[config.mk]
export PLATFORM = sky130hd
export DESIGN_NAME = hwar_round
export DESIGN_NICKNAME = d
export VERILOG_FILES = /design/src/rtl/hwar_pkg.sv /design/src/rtl/hwar_round.sv
export SDC_FILE = /design/constraint.sdc
export NUM_CORES = 1
export LEC_CHECK = 0
export BUFFER_PORTS_ARGS = -buffer_cell sky130_fd_sc_hd__buf_2
export CAP_MARGIN = 20
export CORE_ASPECT_RATIO = 0.6
export CORE_MARGIN = 2
export CORE_UTILIZATION = 60
export CTS_CLUSTER_DIAMETER = 50
export DETAILED_ROUTE_END_ITERATION = 8
export PLACE_DENSITY = 0.84
export SYNTH_ARGS = -nofsm -noshare
export SYNTH_HDL_FRONTEND = slang
export SYNTH_SLANG_ARGS = --single-unit
export TNS_END_PERCENT = 20
[constraint.sdc]
create_clock -name clock -period 8.27 [get_ports clock]
set_input_delay 1.654 -clock clock [delete_from_list [all_inputs] [get_ports clock]]
set_output_delay 1.654 -clock clock [all_outputs]
set_load 0.1 [all_outputs]
[src/rtl/hwar_pkg.sv]
// Package for the world-to-axial hex lookup.
// Holds the fixed-point constants, output limits and the reciprocal status type.
// No dependencies.
package hwar_pkg;

   localparam int unsigned OUT_WIDTH  = 24;
   localparam int unsigned SIZE_WIDTH = 16;
   localparam int unsigned RECIP_WIDTH = 32;
   localparam int unsigned ERR_WIDTH  = 16;

   // Q2.30 constants: sqrt3/3, 1/3, 2/3
   localparam logic signed [31:0] C_Q          = 32'sd619925131;
   localparam logic signed [31:0] C_THIRD      = 32'sd357913941;
   localparam logic signed [31:0] C_TWO_THIRDS = 32'sd715827883;

   localparam logic [SIZE_WIDTH-1:0]  SIZE_RESET  = 16'd256;
   localparam logic [RECIP_WIDTH-1:0] RECIP_RESET = 32'h0100_0000;

   localparam int OUT_MAX = 8388607;
   localparam int OUT_MIN = -8388608;

   typedef struct packed {
      logic                   busy;
      logic [RECIP_WIDTH-1:0] value;
   } recip_status_type;

endpackage

[src/rtl/hwar_round.sv]
// Three-stage cube rounding: third coordinate and magnitudes, half-away rounding
// with errors, then rebuild and saturation into the output register. Depends on hwar_pkg.
module hwar_round #(
   parameter int WORLD_WIDTH = 24
) (
   input  logic                                   clock,
   input  logic                                   reset,
   input  logic                                   in_valid,
   output logic                                   in_ready,
   input  logic signed [WORLD_WIDTH+18:0]         frac_q,
   input  logic signed [WORLD_WIDTH+18:0]         frac_r,
   output logic                                   out_valid,
   input  logic                                   out_ready,
   output logic signed [hwar_pkg::OUT_WIDTH-1:0]  axial_q,
   output logic signed [hwar_pkg::OUT_WIDTH-1:0]  axial_r,
   output logic                                   clipped
);
   import hwar_pkg::*;

   localparam int FW = WORLD_WIDTH + 19;        // fraction width
   localparam int NMW = FW - 15;                // rounded magnitude width
   localparam int NW = NMW + 1;                 // rounded signed width
   localparam int BW = NW + 1;                  // rebuilt width
   localparam int CW = (BW > OUT_WIDTH + 1) ? BW : OUT_WIDTH + 1;
   localparam logic signed [CW-1:0] SAT_MAX = CW'(OUT_MAX);
   localparam logic signed [CW-1:0] SAT_MIN = CW'(OUT_MIN);
   localparam int NS = 3;

   // lanes: 0 = x (q), 1 = y, 2 = z (r)
   logic [NS-1:0] v_ff;
   logic [NS-1:0] ld;

   logic signed [FW-1:0] fy;
   logic signed [FW-1:0] fv [3];
   logic signed [FW-1:0] fabs [3];
   logic [2:0]           neg_ff, neg_in;
   logic [FW-1:0]        mag_ff [3];
   logic [FW-1:0]        mag_in [3];

   logic [FW:0]             rsum [3];
   logic [NMW-1:0]          nmag [3];
   logic [FW:0]             nsh [3];
   logic [FW:0]             mext [3];
   logic [FW:0]             ediff [3];
   logic signed [NW-1:0]    n_ff [3];
   logic signed [NW-1:0]    n_in [3];
   logic [ERR_WIDTH-1:0]    e_ff [3];
   logic [ERR_WIDTH-1:0]    e_in [3];

   logic signed [BW-1:0] bx, by, bz, q_sel, r_sel;
   logic signed [CW-1:0] q_c, r_c;
   logic signed [OUT_WIDTH-1:0] q_in, r_in, q_ff, r_ff;
   logic                 clip_q, clip_r, clip_ff;

   always_comb begin
      ld[NS-1] = !v_ff[NS-1] || out_ready;
      for (int i = NS - 2; i >= 0; i--) begin
         ld[i] = !v_ff[i] || ld[i+1];
      end
   end

   always_comb begin
      fy    = -frac_q - frac_r;
      fv[0] = frac_q;
      fv[1] = fy;
      fv[2] = frac_r;
      for (int k = 0; k < 3; k++) begin
         neg_in[k] = fv[k][FW-1];
         fabs[k]   = neg_in[k] ? -fv[k] : fv[k];
         mag_in[k] = fabs[k];
      end

      for (int k = 0; k < 3; k++) begin
         rsum[k]  = (FW+1)'(mag_ff[k]) + (FW+1)'(32768);
         nmag[k]  = rsum[k][FW:16];
         nsh[k]   = {nmag[k], 16'b0};
         mext[k]  = (FW+1)'(mag_ff[k]);
         ediff[k] = (nsh[k] >= mext[k]) ? nsh[k] - mext[k] : mext[k] - nsh[k];
         e_in[k]  = ediff[k][ERR_WIDTH-1:0];
         n_in[k]  = neg_ff[k] ? -$signed(NW'(nmag[k])) : $signed(NW'(nmag[k]));
      end

      bx    = BW'(n_ff[0]);
      by    = BW'(n_ff[1]);
      bz    = BW'(n_ff[2]);
      q_sel = bx;
      r_sel = bz;
      if (e_ff[0] > e_ff[1] && e_ff[0] > e_ff[2]) begin
         q_sel = -by - bz;
      end else if (e_ff[1] > e_ff[2]) begin
         q_sel = bx;
      end else begin
         r_sel = -bx - by;
      end
      q_c    = CW'(q_sel);
      r_c    = CW'(r_sel);
      clip_q = (q_c > SAT_MAX) || (q_c < SAT_MIN);
      clip_r = (r_c > SAT_MAX) || (r_c < SAT_MIN);
      q_in   = (q_c > SAT_MAX) ? SAT_MAX[OUT_WIDTH-1:0] :
               (q_c < SAT_MIN) ? SAT_MIN[OUT_WIDTH-1:0] : q_c[OUT_WIDTH-1:0];
      r_in   = (r_c > SAT_MAX) ? SAT_MAX[OUT_WIDTH-1:0] :
               (r_c < SAT_MIN) ? SAT_MIN[OUT_WIDTH-1:0] : r_c[OUT_WIDTH-1:0];
   end

   always_ff @(posedge clock) begin
      if (reset) begin
         v_ff <= '0;
      end else begin
         v_ff <= {ld[2] ? v_ff[1] : v_ff[2],
                  ld[1] ? v_ff[0] : v_ff[1],
                  ld[0] ? in_valid : v_ff[0]};
      end
      if (ld[0]) begin
         neg_ff <= neg_in;
         mag_ff <= mag_in;
      end
      if (ld[1]) begin
         n_ff <= n_in;
         e_ff <= e_in;
      end
      if (ld[2]) begin
         q_ff    <= q_in;
         r_ff    <= r_in;
         clip_ff <= clip_q || clip_r;
      end
   end

   assign in_ready  = ld[0];
   assign out_valid = v_ff[NS-1];
   assign axial_q   = q_ff;
   assign axial_r   = r_ff;
   assign clipped   = clip_ff;

endmodule

==> metrics.csv <==
metric,value,unit
status,"finished, final reports clean",
RSZ-0062 raised after global routing,no,
TNS Setup,0,ns
Iter 0 DRT Violations,3602,
Skew-Pair Late Insertion Delay,0.58,ns
Layout Nets,3565,
H-tree levels,2,
f_max,138,MHz
switching share of total power,49.8,%
DPL Wire Length,72100,µm
Root Buffer,clkbuf_16,
drt pass-1 iters,9,
Internal,5160,µW
CTS Sinks,319,
Clock Skews,0.0331,ns
vias in the first global route,22400,
"Max FO, Critical Path",34,
CTS tree,yes,
Via density,6.42,
residual DRC count,0,
GPL Wtd Cong,1.04,
Final Critical Period,7.27,ns
Synth Net Count,3464,
Hold Path Class,register to register,
num rows,61,
Clock power frac,15.5,%
Pleak,0.0128,µW
post-synthesis register bit count,319,
largest net degree at the start of global routing,76,
Total GRT Usage,35.6,%
"CTS clk-pin slew, worst paths",0.06,ns
PortBufs,140,
Antenna Nets Post-Route,0,
first-pass GRT wire length,132000,µm
fraction of registers with async set/reset,0,%
"EDFF count, synth",316,
clk buf depth,3,
R2R depth,14,
Mean Syn Cell Area,9.00,µm²
WL per Instance,22.7,µm
NetSw,5120,µW
Worst EP required,8.54,ns
crit share post-route,87.9,%
final hold vios,0,
via count,25000,
"Seq/Total Area, Yosys",34.1,%
pwr dens,337,mW/mm²
Post-CTS Resized,0,
Die H,171,µm
"top cells by area, synth","edfxtp_1, ha_1, xnor2_1",
Post-synth top cells,"edfxtp_1, inv_1, ha_1",
cell taking the most area after synthesis,edfxtp_1,
hold path depth,2,
worst vdd ir,203,µV
Area growth syn-to-layout,8.79,%
layout cells sized above 1,8.35,%
area share of the largest cell type after synthesis,33.9,%
Comb power frac,56.9,%
most numerous cell in the Yosys netlist,edfxtp_1,
Max-Cap Viols,0,
post-CTS setup buffers,0,
cts-stage hold buffer count,0,
Mapped Area,0.0280,mm²
CP Capture Type,register,
Finished Cell Area,0.0305,mm²
I/O pin total,141,
final setup vio count,0,
initial antenna violation count,18,
Yosys warning count,0,
slew of the pin with the lowest slew margin,1.13,ns
Initial Utilization,60.6,%
Detailed Route WL,88300,µm
Core ar.,0.0462,mm²
GRT overflow,0,
"Arr. time, crit path",7.54,ns
Cells after Synth,3113,
CP Launch Type,input port,
Num CTS Buffers,38,
number of distinct library cells after synthesis,100,
Slew Limit Fails,0,
WS Path Type,input port to register,
Slew HR,24.4,%
Die ar.,0.0485,mm²
DP Area,0.0292,mm²
Fin Hold WS,0.491,ns
Main synth FF type,edfxtp_1,
Die X-Extent,283,µm
sequential power share,27.6,%
final cells by class:
class	instances	area, µm²
clock buffer	41	962
sequential	319	9550
timing repair buffer	152	791
tap	630	788
inverter	279	1050
multi-input combinational	2424	17000
fill	3686	15700
clock inverter	29	233
antenna	18	45.0
through the flow:
step	setup WS, ns	util, %	total power (µW)	std cells
finish	1.00	66.0	10300	3892
floorplan	1.34	-	6930	3113
global placement	0.684	63.3	8350	3804
CTS	1.13	65.9	10100	3874
detailed placement	0.583	63.3	8480	3804
global route	0.568	66.0	10800	3890
cell families after synthesis:
group	share of synthesized area, %
xor gates and xnor gates	13.0
and+or+nand+nor	17.5
buffers and inverters	5.10
adders and majority gates	11.7
muxes	1.24
DFF	34.1
AOI/OAI and AO/OA	17.3
placed cells by master (no fill, tap or decap), types with 24 or more instances in the layout:
cell       count
edfxtp_1     316
inv_1        276
ha_1         258
xnor2_1      257
nand2_1      247
nor2_1       211
o21ai_0      209
a21oi_1      191
xor2_1       157
buf_2        140
nand3_1       86
nor3_1        78
nand4_1       59
a21o_1        55
and3_1        50
or3_1         43
o31ai_1       39
clkbuf_16     38
nor2b_1       33
mux2i_1       29
and2_1        26
a211oi_1      25
nand2b_1      25
nor4_1        24
sequential cells by signal (all words and copies together), names as in the netlist, 3 cells and up:
signal   flops
mag_ff     129
e_ff        48
bx          29
by          29
bz          29
axial_q     24
axial_r     24
neg_ff       3
v_ff         3
worst max-delay path, stage by stage:
cell and delay, ns:
buf_2 0.11, inv_1 0.10, ha_1 0.25, or4b_4 0.50
nand2b_4 0.16, or4b_4 0.57, or3_2 0.48, nor2_1 0.20
nand2_1 0.12, xor2_1 0.16, ha_1 0.43, and2_1 0.31
and3_1 0.26, nand2_1 0.10, a21o_1 0.18, a211oi_1 0.51
nor3_1 0.13, o21ai_0 0.24, xnor2_1 0.10, buf_4 0.20
inv_1 0.06, buf_4 0.33, o21ai_0 0.18, xnor2_1 0.17
power by group through the flow:
stage               Combinational, µW  Sequential, µW  Clock, µW
global route                     6290            2860       1670
finish                           5850            2830       1590
detailed placement               5650            2830          0
CTS                              5690            2800       1610
floorplan                        3450            3490          0
global placement                 5550            2810          0
routing by layer:
metal	global-route usage, %	vias to the layer above	share of wire [%]
met3	7.86	154	13
met4	10.4	2	2.5
met5	0	-	0.023
li1	-	11600	-
met1	55.2	11800	46
met2	48.8	1480	39
path summary, 6_finish.rpt:
| path | from | end | slack (ns) |
|---|---|---|---|
| max | frac_q[0] | mag_ff[79] | 1.00 |
| min | v_ff[1] | v_ff[2] | 0.49 |
| max reg2reg | by[1] | axial_r[20] | 1.97 |
| min reg2reg | v_ff[1] | v_ff[2] | 0.49 |
Note: power is estimated with default switching activity, not from simulation.
