`src/rtl/hwar_pkg.sv`:
```
// Package for the world-to-axial hex lookup.
// Holds the fixed-point constants, output limits and the reciprocal status type.
// No dependencies.
package hwar_pkg;

   localparam int unsigned OUT_WIDTH  = 24;
   localparam int unsigned SIZE_WIDTH = 16;
   localparam int unsigned RECIP_WIDTH = 32;
   localparam int unsigned ERR_WIDTH  = 16;

   // Q2.30 constants: sqrt3/3, 1/3, 2/3
   localparam logic signed [31:0] C_Q          = 32'sd619925131;
   localparam logic signed [31:0] C_THIRD      = 32'sd357913941;
   localparam logic signed [31:0] C_TWO_THIRDS = 32'sd715827883;

   localparam logic [SIZE_WIDTH-1:0]  SIZE_RESET  = 16'd256;
   localparam logic [RECIP_WIDTH-1:0] RECIP_RESET = 32'h0100_0000;

   localparam int OUT_MAX = 8388607;
   localparam int OUT_MIN = -8388608;

   typedef struct packed {
      logic                   busy;
      logic [RECIP_WIDTH-1:0] value;
   } recip_status_type;

endpackage

```
`src/rtl/hwar_recip.sv`:
```
// Hex size register and bit-serial reciprocal unit: round(2^32 / size), clamped.
// One quotient bit per cycle while busy. Depends on hwar_pkg.
module hwar_recip (
   input  logic                                  clock,
   input  logic                                  reset,
   input  logic                                  csr_wr_en,
   input  logic [hwar_pkg::SIZE_WIDTH-1:0]       csr_wr_data,
   output hwar_pkg::recip_status_type            status
);
   import hwar_pkg::*;

   localparam int unsigned DIV_STEPS = RECIP_WIDTH + 1;
   localparam int unsigned CNT_WIDTH = $clog2(DIV_STEPS + 1);

   logic                   busy_ff, busy_in;
   logic [CNT_WIDTH-1:0]   count_ff, count_in;
   logic [RECIP_WIDTH:0]   quo_ff, quo_in;
   logic [SIZE_WIDTH-1:0]  rem_ff, rem_in;
   logic [SIZE_WIDTH-1:0]  div_ff, div_in;
   logic [RECIP_WIDTH-1:0] recip_ff, recip_in;

   logic [SIZE_WIDTH-1:0]  size_d;
   logic [SIZE_WIDTH:0]    rem_sh;
   logic [SIZE_WIDTH:0]    rem_sub;
   logic                   fits;

   always_comb begin
      size_d   = (csr_wr_data == '0) ? SIZE_WIDTH'(1) : csr_wr_data;
      rem_sh   = {rem_ff, quo_ff[RECIP_WIDTH]};
      rem_sub  = rem_sh - {1'b0, div_ff};
      fits     = (rem_sh >= {1'b0, div_ff});
      busy_in  = busy_ff;
      count_in = count_ff;
      quo_in   = quo_ff;
      rem_in   = rem_ff;
      div_in   = div_ff;
      recip_in = recip_ff;
      if (csr_wr_en) begin
         // numerator 2^32 + size/2, quotient shifts in from the bottom
         busy_in  = 1'b1;
         count_in = CNT_WIDTH'(DIV_STEPS);
         quo_in   = {1'b1, {(RECIP_WIDTH-SIZE_WIDTH+1){1'b0}}, size_d[SIZE_WIDTH-1:1]};
         rem_in   = '0;
         div_in   = size_d;
      end else if (busy_ff) begin
         quo_in   = {quo_ff[RECIP_WIDTH-1:0], fits};
         rem_in   = fits ? rem_sub[SIZE_WIDTH-1:0] : rem_sh[SIZE_WIDTH-1:0];
         count_in = count_ff - CNT_WIDTH'(1);
         if (count_ff == CNT_WIDTH'(1)) begin
            busy_in  = 1'b0;
            recip_in = quo_in[RECIP_WIDTH] ? '1 : quo_in[RECIP_WIDTH-1:0];
         end
      end
   end

   always_ff @(posedge clock) begin
      if (reset) begin
         busy_ff  <= 1'b0;
         count_ff <= '0;
         recip_ff <= RECIP_RESET;
         div_ff   <= SIZE_RESET;
      end else begin
         busy_ff  <= busy_in;
         count_ff <= count_in;
         recip_ff <= recip_in;
         div_ff   <= div_in;
      end
      quo_ff <= quo_in;
      rem_ff <= rem_in;
   end

   assign status.busy  = busy_ff;
   assign status.value = recip_ff;

endmodule

```
`config.mk`:
```
export PLATFORM = sky130hd
export DESIGN_NAME = hwar_recip
export DESIGN_NICKNAME = d
export VERILOG_FILES = /design/src/rtl/hwar_pkg.sv /design/src/rtl/hwar_recip.sv
export SDC_FILE = /design/constraint.sdc
export NUM_CORES = 1
export LEC_CHECK = 0
export ABC_AREA = 1
export BUFFER_PORTS_ARGS = -buffer_cell sky130_fd_sc_hd__buf_2
export CELL_PAD_IN_SITES_DETAIL_PLACEMENT = 0
export CELL_PAD_IN_SITES_GLOBAL_PLACEMENT = 2
export CORE_MARGIN = 2
export CORE_UTILIZATION = 30
export DETAILED_ROUTE_END_ITERATION = 10
export GPL_TIMING_DRIVEN = 0
export MAX_ROUTING_LAYER = met4
export PLACE_DENSITY_LB_ADDON = 0.1
export SLEW_MARGIN = 15
export SYNTH_ARGS = -nofsm -noshare
export SYNTH_HDL_FRONTEND = slang
export SYNTH_SLANG_ARGS = --single-unit
```
`constraint.sdc`:
```
create_clock -name clock -period 2.9 [get_ports clock]
set_input_delay 0.435 -clock clock [delete_from_list [all_inputs] [get_ports clock]]
set_output_delay 0.435 -clock clock [all_outputs]
set_load 0.02 [all_outputs]
```
==> flow_metrics.py, run 1 <==
metrics = {
    "outcome": {
        "outcome": "finished, final reports clean",
    },
    "global_route": {
        "grt_max_degree": 25,
        "antenna_found_initial": 1,
        "grt.total_usage_pct": 16.3,
        "grt_overflow": 0,
        "grt_pass1_vias": 4196,
        "grt_pass1_wl_um": 21900,
    },
    "worst_setup_path": {
        "reg2reg_from": "div_ff[14]",
        "path_class": "reg -> reg",
        "r2r_slack_ns": 0.70,
        "cp_top_family": "simple AND/OR/NAND/NOR gates",
        "crit_fanout": 10,
        "crit_top_cell": "nand2_1",
        "ff2ff_path_depth": 10,
        "cp-end-kind": "flop",
        "worstPathCellList": "inv_1, ha_1, a21oi_1, o21a_1, nand2_2, nor2_4, nand2_8, buf_12, nand2_1, nand2_1",
        "cp_num_buf_inv": 2,
        "cp_slowest_cell": "ha_1",
        "r2r-end": "quo_ff[0]",
        "cp.required_ns": 3.00,
        "arrival_ns": 2.30,
        "slowest_delay_ns": 0.38,
        "start_kind": "flop",
    },
    "sta": {
        "rsz0062_at_grt": "no",
        "timing.final.hold_violations": 0,
        "min_period_ns": 2.20,
        "hold-worst-slack_ns": 0.393,
        "maxSlewViolCount": 0,
        "tightest_slew_ns": 0.595,
        "fmax_ghz": 0.455,
        "setup_ws_ns": 0.702,
        "min_period_over_period_pct": 75.8,
        "slew_headroom_pct": 60.3,
        "clock_skew_ns": 0.0126,
        "fin_setup_tns_ns": 0,
        "setup_viol": 0,
    },
    "cts": {
        "cts_buffer_depth": 2,
        "cts_setup_buffers": 0,
        "cts_num_sinks": 104,
        "h-tree-depth": 3,
        "clock_latency_ns": 0.34,
        "holdBufCountCts": 0,
        "cts_resized": 0,
        "clk_pin_slew_worst_paths_ns": 0.08,
        "cts_tree": "yes",
        "numCtsBuffers": 9,
        "cts_root_buffer": "clkbuf_16",
    },
    "synth": {
        "ys_warn_count": 0,
        "syn_inst": 652,
        "synth_flop_cell": "dfxtp_1",
        "synth_edf_count": 15,
        "ys_ff_latch": 104,
        "synth_top_area_share_pct": 35.7,
        "synth_cell_types": 41,
        "synth_area_leader_cell": "dfxtp_1",
        "ys_top_cells_by_area": "dfxtp_1 36%, nand2_1 12%, edfxtp_1 9.0%",
        "synth_fp_nets": 690,
        "netlist_area_mm2": 0.00499,
        "yosysSeqAreaShare_pct": 44.7,
        "synth_area_per_cell_um2": 7.65,
        "synth-async-reset-ratio_pct": 0,
    },
    "floorplan": {
        "initial_core_util_pct": 30.4,
        "core_mm2": 0.0164,
        "ios": 52,
        "rows": 47,
        "die_area_mm2": 0.0177,
        "die_y_um": 133,
        "die_w_um": 133,
    },
    "power": {
        "pwr_density_cell_mw_per_mm2": 1100,
        "leakage_nw": 2.77,
        "vdd_drop_max_mv": 0.459,
    },
    "place": {
        "place_area_mm2": 0.00551,
        "post-place-ws_ns": 0.440,
        "portBuffers": 49,
        "place.gp.congestion": 0.796,
        "post-dp-hpwl_um": 10800,
        "place_inst": 921,
    },
    "hold_path": {
        "holdPathEnd": "div_ff[12]",
        "hold_path.class": "in -> reg",
        "holdCritStartpoint": "csr_wr_data[12]",
        "hold_depth": 3,
    },
    "job": {
        "drv_cap": 0,
    },
    "layout": {
        "stdcell_count": 938,
        "drive_above_1_share_pct": 15.3,
        "postLayoutCellArea_mm2": 0.00582,
        "finalNetCount": 750,
        "area_growth_pct": 16.6,
        "fillCellCount": 1756,
    },
    "drt": {
        "viasPerCell": 4.54,
        "antenna_left": 0,
        "drt-total-wl_um": 13900,
        "vias": 4256,
        "drt_iter0_drc": 140,
        "drc": 0,
        "routedWlPerCell_um": 14.8,
        "drtPass1Iterations": 4,
    },
}
cells by family (layout without fill, tap and decap cells):
logic type                 after synthesis  in the layout  share of synthesized area, %
and+or+nand+nor                        262            262                          24.3
buffers and inverters                  133            198                          10.9
AOI/OAI and AO/OA                      127            127                          14.0
DFF                                    104            104                          44.7
adders and majority gates               19             19                          4.91
xor gates and xnor gates                 7              7                          1.23
other                                    0              1                             0
registers in the layout (all words and copies together) (netlist names):
signal    flops
busy_ff       1
count_ff      6
div_ff       16
quo_ff       33
recip_ff     32
rem_ff       16
worst register-to-register path, delay by kind of cell (launching register included):
family	cells	cell delay, ns
and+or+nand+nor	5	0.60
DFF	1	0.31
AOI/OAI and AO/OA	2	0.41
adders and majority gates	1	0.38
buffers and inverters	2	0.23
worst max-delay path by stage:
| stage | from | end | slack [ns] | cells after the start |
|---|---|---|---|---|
| global placement | csr_wr_en | quo_ff[9] | 0.45 | 4 |
| floorplan | csr_wr_en | quo_ff[0] | 1.02 | 4 |
| global route | div_ff[14] | quo_ff[0] | 0.58 | 10 |
| detailed placement | csr_wr_en | quo_ff[9] | 0.44 | 4 |
| finish | div_ff[14] | quo_ff[0] | 0.70 | 10 |
| CTS | busy_ff | quo_ff[8] | 0.63 | 3 |
stage by stage:
| stage | util [%] | power [mW] |
|---|---|---|
| floorplan | - | 4.41 |
| global placement | 33.6 | 5.27 |
| finish | 35.5 | 6.42 |
| global route | 35.5 | 7.00 |
| detailed placement | 33.6 | 5.25 |
| CTS | 35.4 | 6.52 |
cell usage after synthesis, types with 11 or more instances:
master,number
o21ai_0,36
nor2_1,25
nand3b_1,19
inv_1,99
dfxtp_1,89
clkbuf_1,11
o21ai_1,11
edfxtp_1,15
nand2_1,155
ha_1,18
o22ai_1,31
a21oi_1,40
nand3_1,26
nand2_2,13
metal layers:
metal,global-route usage [%],routed length [um]
met1,20.6,6790
met2,27.1,6510
met3,2.68,398
met4,4.12,159
met5,-,0
cells in the final DEF (no fill, tap or decap), types with 15 or more instances in the layout:
master / instances
nand3b_1: 19
nor2_1: 25
buf_2: 58
nand3_1: 26
o22ai_1: 31
dfxtp_1: 89
nand2_1: 155
edfxtp_1: 15
inv_1: 99
o21ai_0: 36
ha_1: 18
a21oi_1: 40
cell type report:
| cell class | count | area, um^2 | area share (%) |
|---|---|---|---|
| clock inverters | 7 | 77.6 | 1.33 |
| plain buffers | 25 | 138 | 2.37 |
| multi-input cells | 415 | 2220 | 38.1 |
| well taps | 220 | 275 | 4.73 |
| inverters | 108 | 405 | 6.97 |
| flip-flops and latches | 104 | 2230 | 38.4 |
| repair buffers | 49 | 245 | 4.22 |
| clock buffers | 9 | 225 | 3.87 |
| diodes | 1 | 2.50 | 0.0430 |
report_power, final:
group	switching, mW	internal [mW]	total [mW]
combinational	2.17	1.24	3.41
clock	0.559	0.678	1.24
sequential	0.125	1.65	1.78
total	2.85	3.57	6.42
(Power assumes the default switching activity.)
==> run 2, diff against run 1 <==
Settings changed: ABC_AREA 1 to 0.
Clock period 2.9 ns to 1.84 ns, I/O delays scaled along.
==> run 2 against run 1 <==
The flow now finishes with violations (setup timing). Clock power increased by 67%. Synthesized cell count decreased by 20%. Global-route usage increased by 1.6 points. Critical path type unchanged. Largest cell class is now multi-input combinational cells.
==> flow_metrics.py, run 2 <==
metrics = {
    "sta": {
        "fin_setup_tns_ns": -8.86,
        "maxSlewViolCount": 0,
        "fmax_ghz": 0.412,
        "rsz0062_at_grt": "yes",
        "min_period_over_period_pct": 132,
        "min_period_ns": 2.42,
        "clock_skew_ns": 0.00717,
        "tightest_slew_ns": 0.697,
        "setup_ws_ns": -0.585,
        "slew_headroom_pct": 53.5,
        "hold-worst-slack_ns": 0.179,
        "setup_viol": 18,
        "timing.final.hold_violations": 0,
    },
    "cts": {
        "cts_tree": "yes",
        "numCtsBuffers": 9,
        "clock_latency_ns": 0.34,
        "cts_num_sinks": 104,
        "cts_buffer_depth": 2,
        "cts_root_buffer": "clkbuf_16",
        "clk_pin_slew_worst_paths_ns": 0.07,
        "holdBufCountCts": 0,
        "h-tree-depth": 3,
    },
    "synth": {
        "synth_cell_types": 54,
        "synth_edf_count": 15,
        "synth_fp_nets": 557,
        "synthSimpleGateAreaFrac_pct": 19.0,
        "synth_area_leader_cell": "dfxtp_1",
        "synth_area_per_cell_um2": 9.26,
        "synth-async-reset-ratio_pct": 0,
        "synth_mux_area_share_pct": 5.72,
        "ys_warn_count": 0,
        "synth_top_family_by_area": "simple AND/OR/NAND/NOR gates",
        "synth_xor_area_share_pct": 2.37,
        "syn_inst": 519,
        "netlist_area_mm2": 0.00481,
        "synth_flop_cell": "dfxtp_1",
        "synth_top_area_share_pct": 37.1,
        "ys_top_cells_by_area": "dfxtp_1 37%, edfxtp_1 9.4%, nor3_1 7.2%",
        "yosys-top-cells-count": "89 x dfxtp_1, 75 x nor2_1, 69 x nor3_1, 28 x clkbuf_1, 24 x inv_1",
        "synthAdderAreaFrac_pct": 5.10,
        "yosysSeqAreaShare_pct": 46.4,
        "ys_ff_latch": 104,
        "synth_most_common_cell": "dfxtp_1",
        "synth_compound_area_share_pct": 16.5,
    },
    "floorplan": {
        "die_w_um": 131,
        "die_area_mm2": 0.0171,
        "ios": 52,
        "initial_core_util_pct": 30.5,
        "core_mm2": 0.0158,
        "rows": 46,
        "die_y_um": 131,
    },
    "hold_path": {
        "hold_path.class": "in -> reg",
    },
    "place": {
        "place_inst": 785,
        "portBuffers": 50,
        "place_area_mm2": 0.00540,
        "post-place-ws_ns": -0.819,
        "place.gp.congestion": 0.770,
        "post-dp-hpwl_um": 10300,
    },
    "drt": {
        "drt_iter0_drc": 180,
        "drc": 0,
        "antenna_left": 0,
        "drtPass1Iterations": 5,
        "viasPerCell": 5.00,
        "routedWlPerCell_um": 17.4,
        "drt-total-wl_um": 14500,
        "vias": 4178,
    },
    "worst_setup_path": {
        "ff2ff_path_depth": 9,
        "cp.depth": 9,
        "cp_slowest_cell": "or3_1",
        "cp.required_ns": 2.09,
        "slowest_delay_ns": 0.37,
        "reg2reg_from": "quo_ff[32]",
        "worstPathCellList": "inv_1, ha_2, fa_2, nor2b_2, o31a_1, o31a_1, o21a_1, or3_1, a311oi_1",
        "cp_num_buf_inv": 1,
        "crit_fanout": 4,
        "critPathLaunch": "quo_ff[32]",
        "cp-end-kind": "flop",
        "crit_top_cell": "o31a_1",
        "cp-endpoint": "rem_ff[10]",
        "arrival_ns": 2.67,
        "cp_top_family": "compound AO/OA/AOI/OAI gates",
        "r2r-end": "rem_ff[10]",
        "path_class": "reg -> reg",
        "start_kind": "flop",
        "r2r_slack_ns": -0.58,
    },
    "layout": {
        "postLayoutCellArea_mm2": 0.00639,
        "final_common_cell": "dfxtp_1",
        "top_regs": "quo_ff (33), recip_ff (32)",
        "stdcell_count": 835,
        "drive_above_1_share_pct": 29.2,
        "fillCellCount": 1634,
        "n_antenna_cell": 0,
        "finalNetCount": 652,
        "max_flop_register": "quo_ff",
        "area_growth_pct": 32.9,
        "layout_common_cells": "76 x dfxtp_1, 73 x nor2_1, 69 x nor3_1, 51 x buf_2, 26 x buf_4",
        "largest_register_ffs": 33,
        "finish.utilization_pct": 40.5,
    },
    "global_route": {
        "grt_max_degree": 18,
        "grt_pass1_wl_um": 22400,
        "grt.total_usage_pct": 17.9,
        "antenna_found_initial": 0,
        "grt_overflow": 0,
        "grt_pass1_vias": 4065,
    },
    "power": {
        "leakage_nw": 2.56,
        "power_mw": 8.15,
        "vdd_drop_max_mv": 0.560,
        "pwr_density_cell_mw_per_mm2": 1280,
    },
    "outcome": {
        "outcome": "finished with violations",
        "violations": "setup timing",
    },
    "job": {
        "drv_cap": 0,
    },
}
[run 2: area by class of cell]
type                       count  area (um^2)  share of cell area (%)
inverter                      24         90.1                    1.41
buffer                        32          165                    2.58
timing repair buffer          85          587                    9.18
sequential                   104         2250                    35.2
clock buffer                   9          225                    3.52
multi-input combinational    358         2710                    42.4
clock inverter                 7         93.8                    1.47
tap                          216          270                    4.23
[run 2: what timing repair did]
item                                   in CTS  in global routing
setup endpoints to repair                  80                 45
setup buffers                              26                 10
pin swaps                                  14                 15
gates cloned                                2                  0
gates resized for setup                    72                 33
endpoints found under the hold margin       0                  0
[run 2: logic make-up (layout without fill, tap and decap cells)]
group / after synthesis / after routing
AOI/OAI and AO/OA: 102 / 102
DFF: 104 / 104
muxes: 27 / 27
buffers and inverters: 57 / 157
adders and majority gates: 19 / 19
and+or+nand+nor: 197 / 197
xor gates and xnor gates: 13 / 13
[run 2: worst min path at each step]
stage / cells past startpoint / from / slack, ns / endpoint
floorplan: 2 / csr_wr_data[8] / 0.39 / div_ff[8]
global placement: 2 / div_ff[8] / 0.45 / div_ff[8]
detailed placement: 2 / div_ff[8] / 0.45 / div_ff[8]
CTS: 3 / csr_wr_data[8] / 0.16 / div_ff[8]
global route: 3 / csr_wr_data[8] / 0.18 / div_ff[8]
finish: 3 / csr_wr_data[8] / 0.18 / div_ff[8]
[run 2: power breakdown]
| part | total, mW | leakage (nW) | internal, mW | switching [mW] |
|---|---|---|---|---|
| clock | 2.07 | 0.154 | 1.20 | 0.878 |
| combinational | 3.42 | 1.52 | 1.80 | 1.62 |
| sequential | 2.65 | 0.883 | 2.49 | 0.159 |
| total | 8.15 | 2.56 | 5.49 | 2.66 |
[run 2: worst register-to-register path: cells and delay by family (launching register included)]
kind | cells | cell delay (ns)
buf+inv | 1 | 0.08
simple gates | 2 | 0.43
fa+ha+maj | 2 | 0.43
flops | 1 | 0.32
compound gates | 4 | 1.06
[run 2: routing by layer]
| metal | up-vias | global-route usage [%] | routed length (um) |
|---|---|---|---|
| met3 | 10 | 3.46 | 417 |
| met2 | 81 | 26.9 | 6640 |
| met5 | - | - | 0 |
| li1 | 2074 | - | - |
| met1 | 2013 | 24.7 | 7290 |
| met4 | 0 | 4.76 | 156 |
==> run 3, diff against run 2 <==
Settings changed: SKIP_CTS_REPAIR_TIMING from default to 1.
==> run 3 against run 2 <==
The run still ends with setup timing left. Clock skew decreased by 0.0012 ns. Combinational power decreased by 23%. Global-route usage decreased by 0.97 points. Power down 9.7%. Sequential share of layout area up 1.7 points. Design area fell by 4.9%. Setup slack worse by 0.16 ns. Core utilization down 2.0 points. Non-clock buffer count down 17. Clock-buffer cell count stayed put. Critical endpoint is now rem_ff[7]. Largest power group unchanged.
==> flow_metrics.py, run 3 (synthesis results as in run 2) <==
metrics = {
    "worst_setup_path": {
        "r2r_slack_ns": -0.75,
        "cp.required_ns": 2.04,
        "ff2ff_path_depth": 9,
        "cp-end-kind": "flop",
        "arrival_ns": 2.79,
        "path_class": "reg -> reg",
        "cp-endpoint": "rem_ff[7]",
        "crit_fanout": 7,
        "r2r-end": "rem_ff[7]",
        "reg2reg_from": "rem_ff[7]",
        "start_kind": "flop",
        "critPathLaunch": "rem_ff[7]",
    },
    "outcome": {
        "outcome": "finished with violations",
        "violations": "setup timing",
    },
    "sta": {
        "min_period_over_period_pct": 141,
        "fmax_ghz": 0.386,
        "setup_viol": 18,
        "timing.final.hold_violations": 0,
        "fin_setup_tns_ns": -11.93,
        "hold-worst-slack_ns": 0.172,
        "setup_ws_ns": -0.748,
        "slew_headroom_pct": 56.1,
        "tightest_slew_ns": 0.658,
        "maxSlewViolCount": 0,
        "min_period_ns": 2.59,
        "clock_skew_ns": 0.00599,
        "rsz0062_at_grt": "yes",
    },
    "cts": {
        "cts_root_buffer": "clkbuf_16",
        "cts_tree": "yes",
        "clock_latency_ns": 0.34,
        "h-tree-depth": 3,
        "cts_num_sinks": 104,
        "numCtsBuffers": 9,
        "cts_buffer_depth": 2,
        "clk_pin_slew_worst_paths_ns": 0.07,
    },
    "drt": {
        "dr_wl_met3_um": 575,
        "routedWlPerCell_um": 17.0,
        "m1WireLength_um": 6750,
        "drtPass1Iterations": 4,
        "drt_iter0_drc": 221,
        "antenna_left": 0,
        "drc": 0,
        "viasPerCell": 4.96,
        "maxUsedRoutingLayer": "met4",
        "dr_wl_met2_um": 6410,
        "drt-total-wl_um": 13900,
        "vias": 4059,
    },
    "floorplan": {
        "rows": 46,
        "die_area_mm2": 0.0171,
        "die_y_um": 131,
        "ios": 52,
        "die_w_um": 131,
        "initial_core_util_pct": 30.5,
        "core_mm2": 0.0158,
    },
    "place": {
        "post-dp-hpwl_um": 10300,
        "portBuffers": 50,
        "place.gp.congestion": 0.770,
        "post-place-ws_ns": -0.819,
    },
    "power": {
        "vdd_drop_max_mv": 0.568,
        "power_mw": 7.36,
        "pwr_density_cell_mw_per_mm2": 1210,
        "leakage_nw": 2.42,
    },
    "layout": {
        "largest_register_ffs": 33,
        "final_common_cell": "dfxtp_1",
        "area_growth_pct": 26.4,
        "n_antenna_cell": 0,
        "max_flop_register": "quo_ff",
        "drive_above_1_share_pct": 24.1,
        "layout_common_cells": "81 x dfxtp_1, 73 x nor2_1, 69 x nor3_1, 51 x buf_2, 23 x a22o_1",
        "finish.utilization_pct": 38.5,
        "top_regs": "quo_ff (33), recip_ff (32)",
        "finalNetCount": 635,
    },
    "global_route": {
        "antenna_found_initial": 0,
        "grt_pass1_wl_um": 21200,
        "grt_pass1_vias": 3867,
        "grt_overflow": 0,
        "grt_max_degree": 18,
        "grt.total_usage_pct": 16.9,
    },
    "hold_path": {
        "hold_path.class": "in -> reg",
    },
    "job": {
        "drv_cap": 0,
    },
}
[run 3: power breakdown]
part	switching (mW)	internal [mW]	total [mW]
registers	0.150	2.49	2.64
clock network	0.873	1.20	2.07
logic	1.38	1.27	2.65
[run 3: worst min-delay path by stage]
stage                   start   endpoint  slack [ns]  cells after the start
2_1_floorplan  csr_wr_data[8]  div_ff[8]        0.39                      2
3_3_place_gp        div_ff[8]  div_ff[8]        0.45                      2
3_5_place_dp        div_ff[8]  div_ff[8]        0.45                      2
4_1_cts        csr_wr_data[8]  div_ff[8]        0.16                      3
5_1_grt        csr_wr_data[8]  div_ff[8]        0.18                      3
6_report       csr_wr_data[8]  div_ff[8]        0.17                      3
[run 3: layout make-up]
class                   instances  area [um^2]
repair buffers                 67          382
inverters                      24         90.1
fillers                      1663         9690
clock buffers                   9          225
multi-input cells             358         2610
plain buffers                  33          165
clock inverters                 7         93.8
well taps                     216          270
flip-flops and latches        104         2240
[run 3: stage by stage]
step	instances	area, um^2
floorplan	519	4870
global placement	785	5400
detailed placement	785	5400
CTS	801	5710
global route	818	6080
finish	818	6080
[run 3: per-layer routing]
| layer | vias to the layer above | global-route usage (%) |
|---|---|---|
| met3 | 11 | 3.34 |
| met1 | 1938 | 23.6 |
| met5 | - | - |
| li1 | 2031 | - |
| met4 | 0 | 4.19 |
| met2 | 79 | 25.3 |
[run 3: critical path: stages (launching register included)]
cell and delay, ns:
dfxtp_2 0.37, ha_4 0.21, buf_6 0.13, and3_4 0.17, a221oi_4 0.37, o21ai_4 0.13
o31ai_4 0.52, buf_6 0.22, mux2i_4 0.24, a211oi_2 0.09
